==> config.mk <==
export PLATFORM = sky130hd
export DESIGN_NAME = buffer_frame_lru_directory
export DESIGN_NICKNAME = d
export VERILOG_FILES = /design/src/rtl/bfl_pkg.sv /design/src/rtl/bfl_cell.sv /design/src/rtl/buffer_frame_lru_directory.sv
export SDC_FILE = /design/constraint.sdc
export NUM_CORES = 2
export LEC_CHECK = 0
export ABC_AREA = 1
export BUFFER_PORTS_ARGS = -buffer_cell sky130_fd_sc_hd__buf_2
export CORE_MARGIN = 3
export CORE_UTILIZATION = 25
export CTS_BUF_LIST = sky130_fd_sc_hd__clkbuf_4
export DETAILED_ROUTE_END_ITERATION = 6
export SETUP_SLACK_MARGIN = 0.02
export SLEW_MARGIN = 40
export SYNTH_ARGS = -nofsm -noshare
export SYNTH_HDL_FRONTEND = slang
export SYNTH_HIERARCHICAL = 1
export SYNTH_SLANG_ARGS = --single-unit
==> constraint.sdc <==
create_clock -name clk -period 4.2 [get_ports clk]
set_input_delay 0.42 -clock clk [delete_from_list [all_inputs] [get_ports clk]]
set_output_delay 0.42 -clock clk [all_outputs]
set_load 0.03 [all_outputs]
==> src/rtl/bfl_pkg.sv <==
package bfl_pkg;

  localparam int FRAMES       = 8;
  localparam int FILE_ID_BITS = 8;
  localparam int OFFSET_BITS  = 20;
  localparam int STAMP_BITS   = 32;
  localparam int FRAME_BITS   = $clog2(FRAMES);
  localparam int FRAME_W      = 3;
  localparam int OP_W         = 2;
  localparam int STATUS_W     = 2;

  typedef enum logic [OP_W-1:0] {
    OP_LOOKUP = 2'd0,
    OP_DIRTY  = 2'd1,
    OP_PIN    = 2'd2,
    OP_DROP   = 2'd3
  } op_t;

  typedef enum logic [STATUS_W-1:0] {
    STS_HIT  = 2'd0,
    STS_MISS = 2'd1,
    STS_FULL = 2'd2,
    STS_DONE = 2'd3
  } status_t;

  typedef enum logic [2:0] {
    UPD_NONE,
    UPD_STAMP,
    UPD_FILL,
    UPD_DIRTY,
    UPD_PIN,
    UPD_DROP
  } upd_kind_t;

  typedef enum logic [1:0] {
    S_IDLE,
    S_SWEEP,
    S_FINISH
  } fsm_t;

  // Search token handed from one frame to the next along the chain.
  typedef struct packed {
    logic                    hit_found;
    logic [FRAME_BITS-1:0]   hit_idx;
    logic                    free_found;
    logic [FRAME_BITS-1:0]   free_idx;
    logic                    lru_found;
    logic [FRAME_BITS-1:0]   lru_idx;
    logic [STAMP_BITS-1:0]   lru_stamp;
    logic                    lru_dirty;
    logic [FILE_ID_BITS-1:0] lru_file;
    logic [OFFSET_BITS-1:0]  lru_block;
  } carry_t;

  // Update broadcast to every frame at the end of a request.
  typedef struct packed {
    upd_kind_t               kind;
    logic [FRAME_BITS-1:0]   idx;
    logic [FILE_ID_BITS-1:0] file;
    logic [OFFSET_BITS-1:0]  block;
    logic [STAMP_BITS-1:0]   stamp;
  } upd_t;

endpackage

==> src/rtl/bfl_cell.sv <==
module bfl_cell
  import bfl_pkg::*;
(
  input  logic                    clk,
  input  logic                    rst,
  input  logic [FRAME_BITS-1:0]   idx,
  input  logic [FILE_ID_BITS-1:0] req_file,
  input  logic [OFFSET_BITS-1:0]  req_block,
  input  carry_t                  carry_in,
  output carry_t                  carry_out,
  input  upd_t                    upd
);

  logic                    valid;
  logic                    dirty;
  logic                    pinned;
  logic [FILE_ID_BITS-1:0] file;
  logic [OFFSET_BITS-1:0]  block;
  logic [STAMP_BITS-1:0]   stamp;
  carry_t                  carry_next;
  logic                    targeted;
  logic                    drop_hit;

  assign targeted = (upd.idx == idx);
  assign drop_hit = valid && (file == upd.file);

  always_comb begin
    carry_next = carry_in;
    if (!carry_in.hit_found && valid && file == req_file && block == req_block) begin
      carry_next.hit_found = 1'b1;
      carry_next.hit_idx   = idx;
    end
    if (!carry_in.free_found && !valid) begin
      carry_next.free_found = 1'b1;
      carry_next.free_idx   = idx;
    end
    // Strictly older only, so the lower index keeps a tie.
    if (!pinned && (!carry_in.lru_found || stamp < carry_in.lru_stamp)) begin
      carry_next.lru_found = 1'b1;
      carry_next.lru_idx   = idx;
      carry_next.lru_stamp = stamp;
      carry_next.lru_dirty = dirty;
      carry_next.lru_file  = file;
      carry_next.lru_block = block;
    end
  end

  always_ff @(posedge clk) begin
    if (rst) begin
      carry_out <= '0;
    end else begin
      carry_out <= carry_next;
    end
  end

  always_ff @(posedge clk) begin
    if (rst) begin
      valid  <= 1'b0;
      dirty  <= 1'b0;
      pinned <= 1'b0;
    end else begin
      case (upd.kind)
        UPD_FILL: begin
          if (targeted) begin
            valid  <= 1'b1;
            dirty  <= 1'b0;
            pinned <= 1'b0;
          end
        end
        UPD_DIRTY: begin
          if (targeted) dirty <= 1'b1;
        end
        UPD_PIN: begin
          if (targeted) pinned <= 1'b1;
        end
        UPD_DROP: begin
          if (drop_hit) begin
            valid  <= 1'b0;
            dirty  <= 1'b0;
            pinned <= 1'b0;
          end
        end
        default: ;
      endcase
    end
  end

  always_ff @(posedge clk) begin
    if (rst) begin
      file  <= '0;
      block <= '0;
      stamp <= '0;
    end else begin
      if (targeted && upd.kind == UPD_FILL) begin
        file  <= upd.file;
        block <= upd.block;
      end
      if (targeted && (upd.kind == UPD_FILL || upd.kind == UPD_STAMP)) begin
        stamp <= upd.stamp;
      end
    end
  end

endmodule

==> src/rtl/buffer_frame_lru_directory.sv <==
// Buffer-pool frame directory with least-recently-used replacement.
// Requests arrive on the input channel (in_valid / in_stall): a lookup by
// file_id and block_offset, a dirty or pin mark on a frame, or a drop of
// every frame of a file. Each request gives exactly one result on the
// output channel (out_valid / out_stall): the frame, a status and, for an
// evicted dirty frame, the tag that must be written back.
// A lookup is searched by a token that walks the row of frame slots, one
// slot per cycle; once the token has left the last slot, the result is
// loaded into the output register when the output is free. Mark and drop
// requests skip the walk and are answered when the output is free.
// One request is in flight at a time; a new request is taken as soon as the
// previous result sits in the output register, even if it is still waiting.
// While the receiver stalls, the result register holds its value and a
// finished request waits before it updates the directory.
// Reset empties the directory and clears the access counter; the block is
// ready for a request as soon as reset is released.
module buffer_frame_lru_directory
  import bfl_pkg::*;
(
  input  logic                    clk,
  input  logic                    rst,
  input  logic                    in_valid,
  output logic                    in_stall,
  input  logic [OP_W-1:0]         operation,
  input  logic [FILE_ID_BITS-1:0] file_id,
  input  logic [OFFSET_BITS-1:0]  block_offset,
  input  logic [FRAME_W-1:0]      frame,
  output logic                    out_valid,
  input  logic                    out_stall,
  output logic [FRAME_W-1:0]      frame_out,
  output logic [STATUS_W-1:0]     status,
  output logic                    writeback_valid,
  output logic [FILE_ID_BITS-1:0] writeback_file_id,
  output logic [OFFSET_BITS-1:0]  writeback_offset
);

  fsm_t                    state;
  fsm_t                    state_next;
  logic [FRAME_BITS-1:0]   count;
  logic                    sweep_last;
  op_t                     req_op;
  logic [FILE_ID_BITS-1:0] req_file;
  logic [OFFSET_BITS-1:0]  req_block;
  logic [FRAME_W-1:0]      req_frame;
  logic [STAMP_BITS-1:0]   access_clock;
  logic [STAMP_BITS-1:0]   stamp_inc;
  logic                    clock_adv;
  logic                    out_free;
  logic                    out_load;
  logic                    in_xfer;
  carry_t                  chain [FRAMES];
  carry_t                  tail;
  upd_t                    upd_raw;
  upd_t                    upd;
  logic [FRAME_BITS-1:0]   res_idx;
  status_t                 res_status;
  logic                    res_wb;
  logic [FILE_ID_BITS-1:0] res_wb_file;
  logic [OFFSET_BITS-1:0]  res_wb_block;
  logic                    frame_in_range;

  assign in_stall   = (state != S_IDLE);
  assign in_xfer    = in_valid && !in_stall;
  assign out_free   = !out_valid || !out_stall;
  assign sweep_last = (count == FRAME_BITS'(FRAMES - 1));
  assign tail       = chain[FRAMES-1];
  assign stamp_inc  = access_clock + STAMP_BITS'(1);
  assign frame_in_range = (32'(req_frame) < 32'(FRAMES));

  for (genvar i = 0; i < FRAMES; i++) begin : g_frame
    carry_t carry_in;
    if (i == 0) begin : g_head
      assign carry_in = '0;
    end else begin : g_link
      assign carry_in = chain[i-1];
    end
    bfl_cell u_frame (
      .clk       (clk),
      .rst       (rst),
      .idx       (FRAME_BITS'(i)),
      .req_file  (req_file),
      .req_block (req_block),
      .carry_in  (carry_in),
      .carry_out (chain[i]),
      .upd       (upd)
    );
  end

  always_ff @(posedge clk) begin
    if (rst) begin
      state <= S_IDLE;
    end else begin
      state <= state_next;
    end
  end

  always_comb begin
    state_next = state;
    out_load   = 1'b0;
    case (state)
      S_IDLE: begin
        if (in_xfer) begin
          state_next = (op_t'(operation) == OP_LOOKUP) ? S_SWEEP : S_FINISH;
        end
      end
      S_SWEEP: begin
        if (sweep_last) state_next = S_FINISH;
      end
      S_FINISH: begin
        if (out_free) begin
          out_load   = 1'b1;
          state_next = S_IDLE;
        end
      end
      default: state_next = S_IDLE;
    endcase
  end

  always_ff @(posedge clk) begin
    if (rst) begin
      count <= '0;
    end else if (state == S_SWEEP) begin
      count <= count + FRAME_BITS'(1);
    end else begin
      count <= '0;
    end
  end

  always_ff @(posedge clk) begin
    if (in_xfer) begin
      req_op    <= op_t'(operation);
      req_file  <= file_id;
      req_block <= block_offset;
      req_frame <= frame;
    end
  end

  // Decide the outcome from the token at the end of the chain.
  always_comb begin
    upd_raw       = '0;
    upd_raw.kind  = UPD_NONE;
    upd_raw.file  = req_file;
    upd_raw.block = req_block;
    upd_raw.stamp = stamp_inc;
    res_idx       = '0;
    res_status    = STS_DONE;
    res_wb        = 1'b0;
    res_wb_file   = '0;
    res_wb_block  = '0;
    clock_adv     = 1'b0;
    case (req_op)
      OP_LOOKUP: begin
        if (tail.hit_found) begin
          upd_raw.kind = UPD_STAMP;
          upd_raw.idx  = tail.hit_idx;
          res_idx      = tail.hit_idx;
          res_status   = STS_HIT;
          clock_adv    = 1'b1;
        end else if (tail.free_found) begin
          upd_raw.kind = UPD_FILL;
          upd_raw.idx  = tail.free_idx;
          res_idx      = tail.free_idx;
          res_status   = STS_MISS;
          clock_adv    = 1'b1;
        end else if (tail.lru_found) begin
          upd_raw.kind = UPD_FILL;
          upd_raw.idx  = tail.lru_idx;
          res_idx      = tail.lru_idx;
          res_status   = STS_MISS;
          clock_adv    = 1'b1;
          if (tail.lru_dirty) begin
            res_wb       = 1'b1;
            res_wb_file  = tail.lru_file;
            res_wb_block = tail.lru_block;
          end
        end else begin
          res_status = STS_FULL;
        end
      end
      OP_DIRTY: begin
        if (frame_in_range) begin
          upd_raw.kind = UPD_DIRTY;
          upd_raw.idx  = FRAME_BITS'(req_frame);
        end
      end
      OP_PIN: begin
        if (frame_in_range) begin
          upd_raw.kind = UPD_PIN;
          upd_raw.idx  = FRAME_BITS'(req_frame);
        end
      end
      OP_DROP: begin
        upd_raw.kind = UPD_DROP;
      end
      default: ;
    endcase
  end

  always_comb begin
    upd = upd_raw;
    if (!out_load) upd.kind = UPD_NONE;
  end

  always_ff @(posedge clk) begin
    if (rst) begin
      access_clock <= '0;
    end else if (out_load && clock_adv) begin
      access_clock <= stamp_inc;
    end
  end

  always_ff @(posedge clk) begin
    if (rst) begin
      out_valid <= 1'b0;
    end else if (out_load) begin
      out_valid <= 1'b1;
    end else if (!out_stall) begin
      out_valid <= 1'b0;
    end
  end

  always_ff @(posedge clk) begin
    if (out_load) begin
      frame_out         <= FRAME_W'(res_idx);
      status            <= res_status;
      writeback_valid   <= res_wb;
      writeback_file_id <= res_wb_file;
      writeback_offset  <= res_wb_block;
    end
  end

`ifndef SYNTHESIS
  a_wb_only_on_miss: assert property (@(posedge clk) disable iff (rst)
    out_valid && writeback_valid |-> status == STS_MISS)
    else $error("write-back reported without a miss fill");

  a_full_frame_zero: assert property (@(posedge clk) disable iff (rst)
    out_valid && (status == STS_FULL || status == STS_DONE) |-> frame_out == '0)
    else $error("frame_out not zero for a result that names no frame");

  a_clock_step: assert property (@(posedge clk) disable iff (rst)
    out_load && (res_status == STS_HIT || res_status == STS_MISS)
    |=> access_clock == $past(stamp_inc))
    else $error("access counter did not advance on a hit or fill");

  a_sweep_then_finish: assert property (@(posedge clk) disable iff (rst)
    state == S_SWEEP && sweep_last |=> state == S_FINISH)
    else $error("lookup sweep did not end in the finish step");
`endif

endmodule

# Word-level counts from Yosys, hierarchy flattened
# Cells that the tools add are included.
# word_totals
reg_bits,1161
input_bits,37
output_inout_bits,36
# op_classes
n_addsub,2
magnitude_cmp,7
n_eq_ne,70
muxes,98
n_bitwise,4
n_reduce_logical,165
# op_table
operator,n
65-bit two-way mux,8
32-bit less-than comparator,7
20-bit equality test,8
2-bit by 1-bit inequality test with 1-bit output (second input constant),33
8-bit equality test,8
4-bit two-way mux,16
4-bit AND reduction,16
1-bit logical AND,62
1-bit case mux with 3 select lines,16
2-bit OR reduction,21
1-bit logical NOT,38
1-bit two-way mux,33
32-bit by 1-bit adder with 32-bit output (second input constant),1
3-bit AND reduction,9
3-bit equality test (second input constant),7
1-bit case mux with 2 select lines,8
5-bit two-way mux,3
2-bit two-way mux,7
3-bit by 2-bit equality test with 1-bit output (second input constant),4
3-bit two-way mux,4
3-bit case mux with 4 select lines,1
1-bit logical OR,9
2-bit equality test (second input constant),3
3-bit by 1-bit equality test with 1-bit output (second input constant),2
12 further kinds,22

# Depth between registers and ports, before layout
# logic_depth
depth_word,8
mapped_depth,18
mapped_depth_nobuf,16

# Modules after synthesis
# Netlist, hierarchy kept.
# modules_own_cells
module,n_inst,cells_each,area_per_inst_um2,seq_area_each_um2
bfl_cell,8,895,6497.5,2722.6
buffer_frame_lru_directory,1,585,4959.8,2772.7

# Worst setup path before layout
# OpenSTA, ideal clock, no wires.
# synth_timing
kind,register to register
startpoint,register out_valid
endpoint,register g_frame[0].u_frame.dirty
arrival_ps,3879
path_slack_ps,203
stages_incl_launch_ff,14
path_cell_list,dfxtp_1 nand2_1 nand3_1 inv_1 o21ai_0 a21oi_1 inv_1 nor3_1 nand2_1 buf_2 nand2_1 nand2_1 a21oi_1 nor3_1
# synth_lines
item,line_no,text
from (decl),buffer_frame_lru_directory.sv:28,"output logic out_valid,"
from (signal assigned),buffer_frame_lru_directory.sv:214,out_valid <= 1'b0;
from (signal assigned),buffer_frame_lru_directory.sv:216,out_valid <= 1'b1;
from (signal assigned),buffer_frame_lru_directory.sv:218,out_valid <= 1'b0;
to (signal assigned),bfl_cell.sv:59,dirty <= 1'b0;
to (signal assigned),bfl_cell.sv:66,dirty <= 1'b0;
to (signal assigned),bfl_cell.sv:71,if (targeted) dirty <= 1'b1;
to (decl),bfl_cell.sv:15,logic dirty;

==> results.md <==
* Status: finished with violations
* Failing checks: design-rule violations, max-slew violations
* Initial DRC count at between 2000 and 3000
* Max-slew violation count at 129
* Netlist Area Pre-Place at 55700 sq um
* GRT Resource Usage Total at 0.117
* Most frequent cells in the layout: 1209 x a21oi_1, 1094 x dfxtp_1, 1067 x nand2_1
* Reg-to-Reg Start: req_op[0]
* IO Pins at 73
* Clock period minus worst slack at around 3200 ps
* Worst-path clk slew at 70 ps
* Largest net degree at the start of global routing at 129
* Critical Path Source: req_op[0]
* Remaining global-route overflow at 0
* RePlAce Congestion at between 0.8 and 0.9
* Non-filler cells, final at 11000
* Worst VDD drop at 457 uV
* Die W at 478 um
* Skew final at 96.5 ps
* Drt drc at 2
* DP HPWL at 93600 um
* Place WS at between 1000 and 1500 ps
* CTS Buf Count at between 300 and 400
* Router iterations before antenna repair at 7
* WL/cell at 12.6 um
* Final core occ at 0.287
* Critical Path Start Type: flip-flop
* CORE AREA at between 200000 and 250000 sq um
* Setup crit end: g_frame[2].u_frame/pinned
* Fin Setup TNS at 0 ps
* RSZ-0062 raised after global routing: false
* # Post-CTS Setup Buffers at 0
* Starting Density at 0.252
* Antenna Violating Nets Remaining at 0
* Detailed-route via count at 48400
* Max-slew headroom at -0.584
* Clock Sinks at approximately 1200
* Post_cts resized at 0
* Worst-case reg-to-reg path depth at 14
* Syn avg cell area at 7.35 sq um
* Data required time of the worst path at between 5000 and 6000 ps
* DIE HEIGHT at around 480 um
* Reg2reg setup slack at 1030 ps
* Total wire length at 139000 um
* Clock insertion delay at the later pin of the skew report at around 1200 ps
* Worst Setup End Kind: flip-flop
* WP data arrival at 4210 ps
* Synth warn at 6
* Final hold slack at 199 ps
* Layout cell share with drive strength beyond 1 at 0.0893
* FP Rows at 172
* H-tree levels at 5
* Vias in the first global route at 45100
* P per Cell Area at 506 nW/um^2
* Slew @ Worst Pin at 2380 ps
* Setup CP Type: reg2reg
* Root Driver: clkbuf_4
* Final Hold Fails at 0
* Clock Tree Buf Depth at 4
* Setup ws final at 1030 ps
* First-pass GRT wire length at 227000 um
* Number of vias per cell at 4.39
* Static leakage at 28.0 nW
* Setup Viol. Count Final at 0
* Tcrit/Tclk final at 0.754
* Multi-input gate area at 26300 sq um
* CTS Hold Bufs at a little over 70
* Initial antenna violation count at 3
* Gate Count Post-Synth at between 7000 and 8000
* FILL cells at between 20000 and 25000
* Sequential standard cell area at between 20000 and 25000 sq um
* Full die area at 228000 sq um
* DP Cell Count at approximately 10000
* Clock tree from TritonCTS: yes
* Max frequency at about 0.32 GHz
* Synth-to-layout area growth at 13.8%
* CP max FO at 58
* Final #Nets at 8129
* Worst min path class: in2reg
* Critical register-to-register path endpoint: g_frame[2].u_frame/pinned
* IO buf count at a little over 70
* Total of max-cap violations at 0
* Commonest non-fill, non-tap cell in the layout: a21oi_1
power breakdown:
part	internal, mW	switching [mW]
clock network	4.98	4.57
registers	12.6	0.657
logic	3.23	6.05
total	20.8	11.3
per-layer routing:
| metal | up-vias | part of all wire | GRT usage |
|---|---|---|---|
| met5 | - | 0 | 0 |
| met4 | 0 | 0.027 | 0.0448 |
| met3 | 265 | 0.047 | 0.0203 |
| met2 | 1163 | 0.46 | 0.194 |
| met1 | 21700 | 0.46 | 0.152 |
| li1 | 25200 | - | - |
worst min-delay path by stage:
stage,depth (start not counted),startpoint,slack [ps],end
6_report,7,operation[1],200,state[0]
4_1_cts,7,operation[1],20,state[0]
5_1_grt,7,operation[1],120,state[0]
3_5_place_dp,1,count[0],420,count[0]
2_1_floorplan,1,count[0],400,count[0]
3_3_place_gp,1,count[0],410,count[0]
sequential cells by signal (all words and copies together) (netlist names), 20 cells and up:
register and count:
req_block 20, g_frame.u_frame/file 64, writeback_offset 20, g_frame.u_frame/carry_out 552, g_frame.u_frame/block 160, access_clock 32, g_frame.u_frame/stamp 256
through the flow:
step                area [sq um]  total power [mW]
floorplan                  56200              21.2
global placement           58600              22.4
finish                     63300              32.1
detailed placement         58800              22.6
global route               63300              34.7
CTS                        63200              32.4
area by class of cell:
cell class,instances,share of cell area
multi-input cells,5120,0.415
clock buffers,439,0.0520
inverters,1014,0.0608
repair buffers,227,0.0298
well taps,2958,0.0584
clock inverters,83,0.00646
flip-flops and latches,1161,0.378
diodes,8,0.000316
worst max-delay path, stage by stage (launching register included):
cell      delay, ps
edfxtp_1        460
inv_1           140
ha_1            270
o21ai_0         110
a31o_2          240
a21oi_1         160
buf_4           240
xor2_1          100
nor3_2          460
nand2_1          90
buf_4           300
nand2_1         110
nand2_1          90
a21oi_1         150
nor3_1           70
Power figures use the tool's default switching activity.
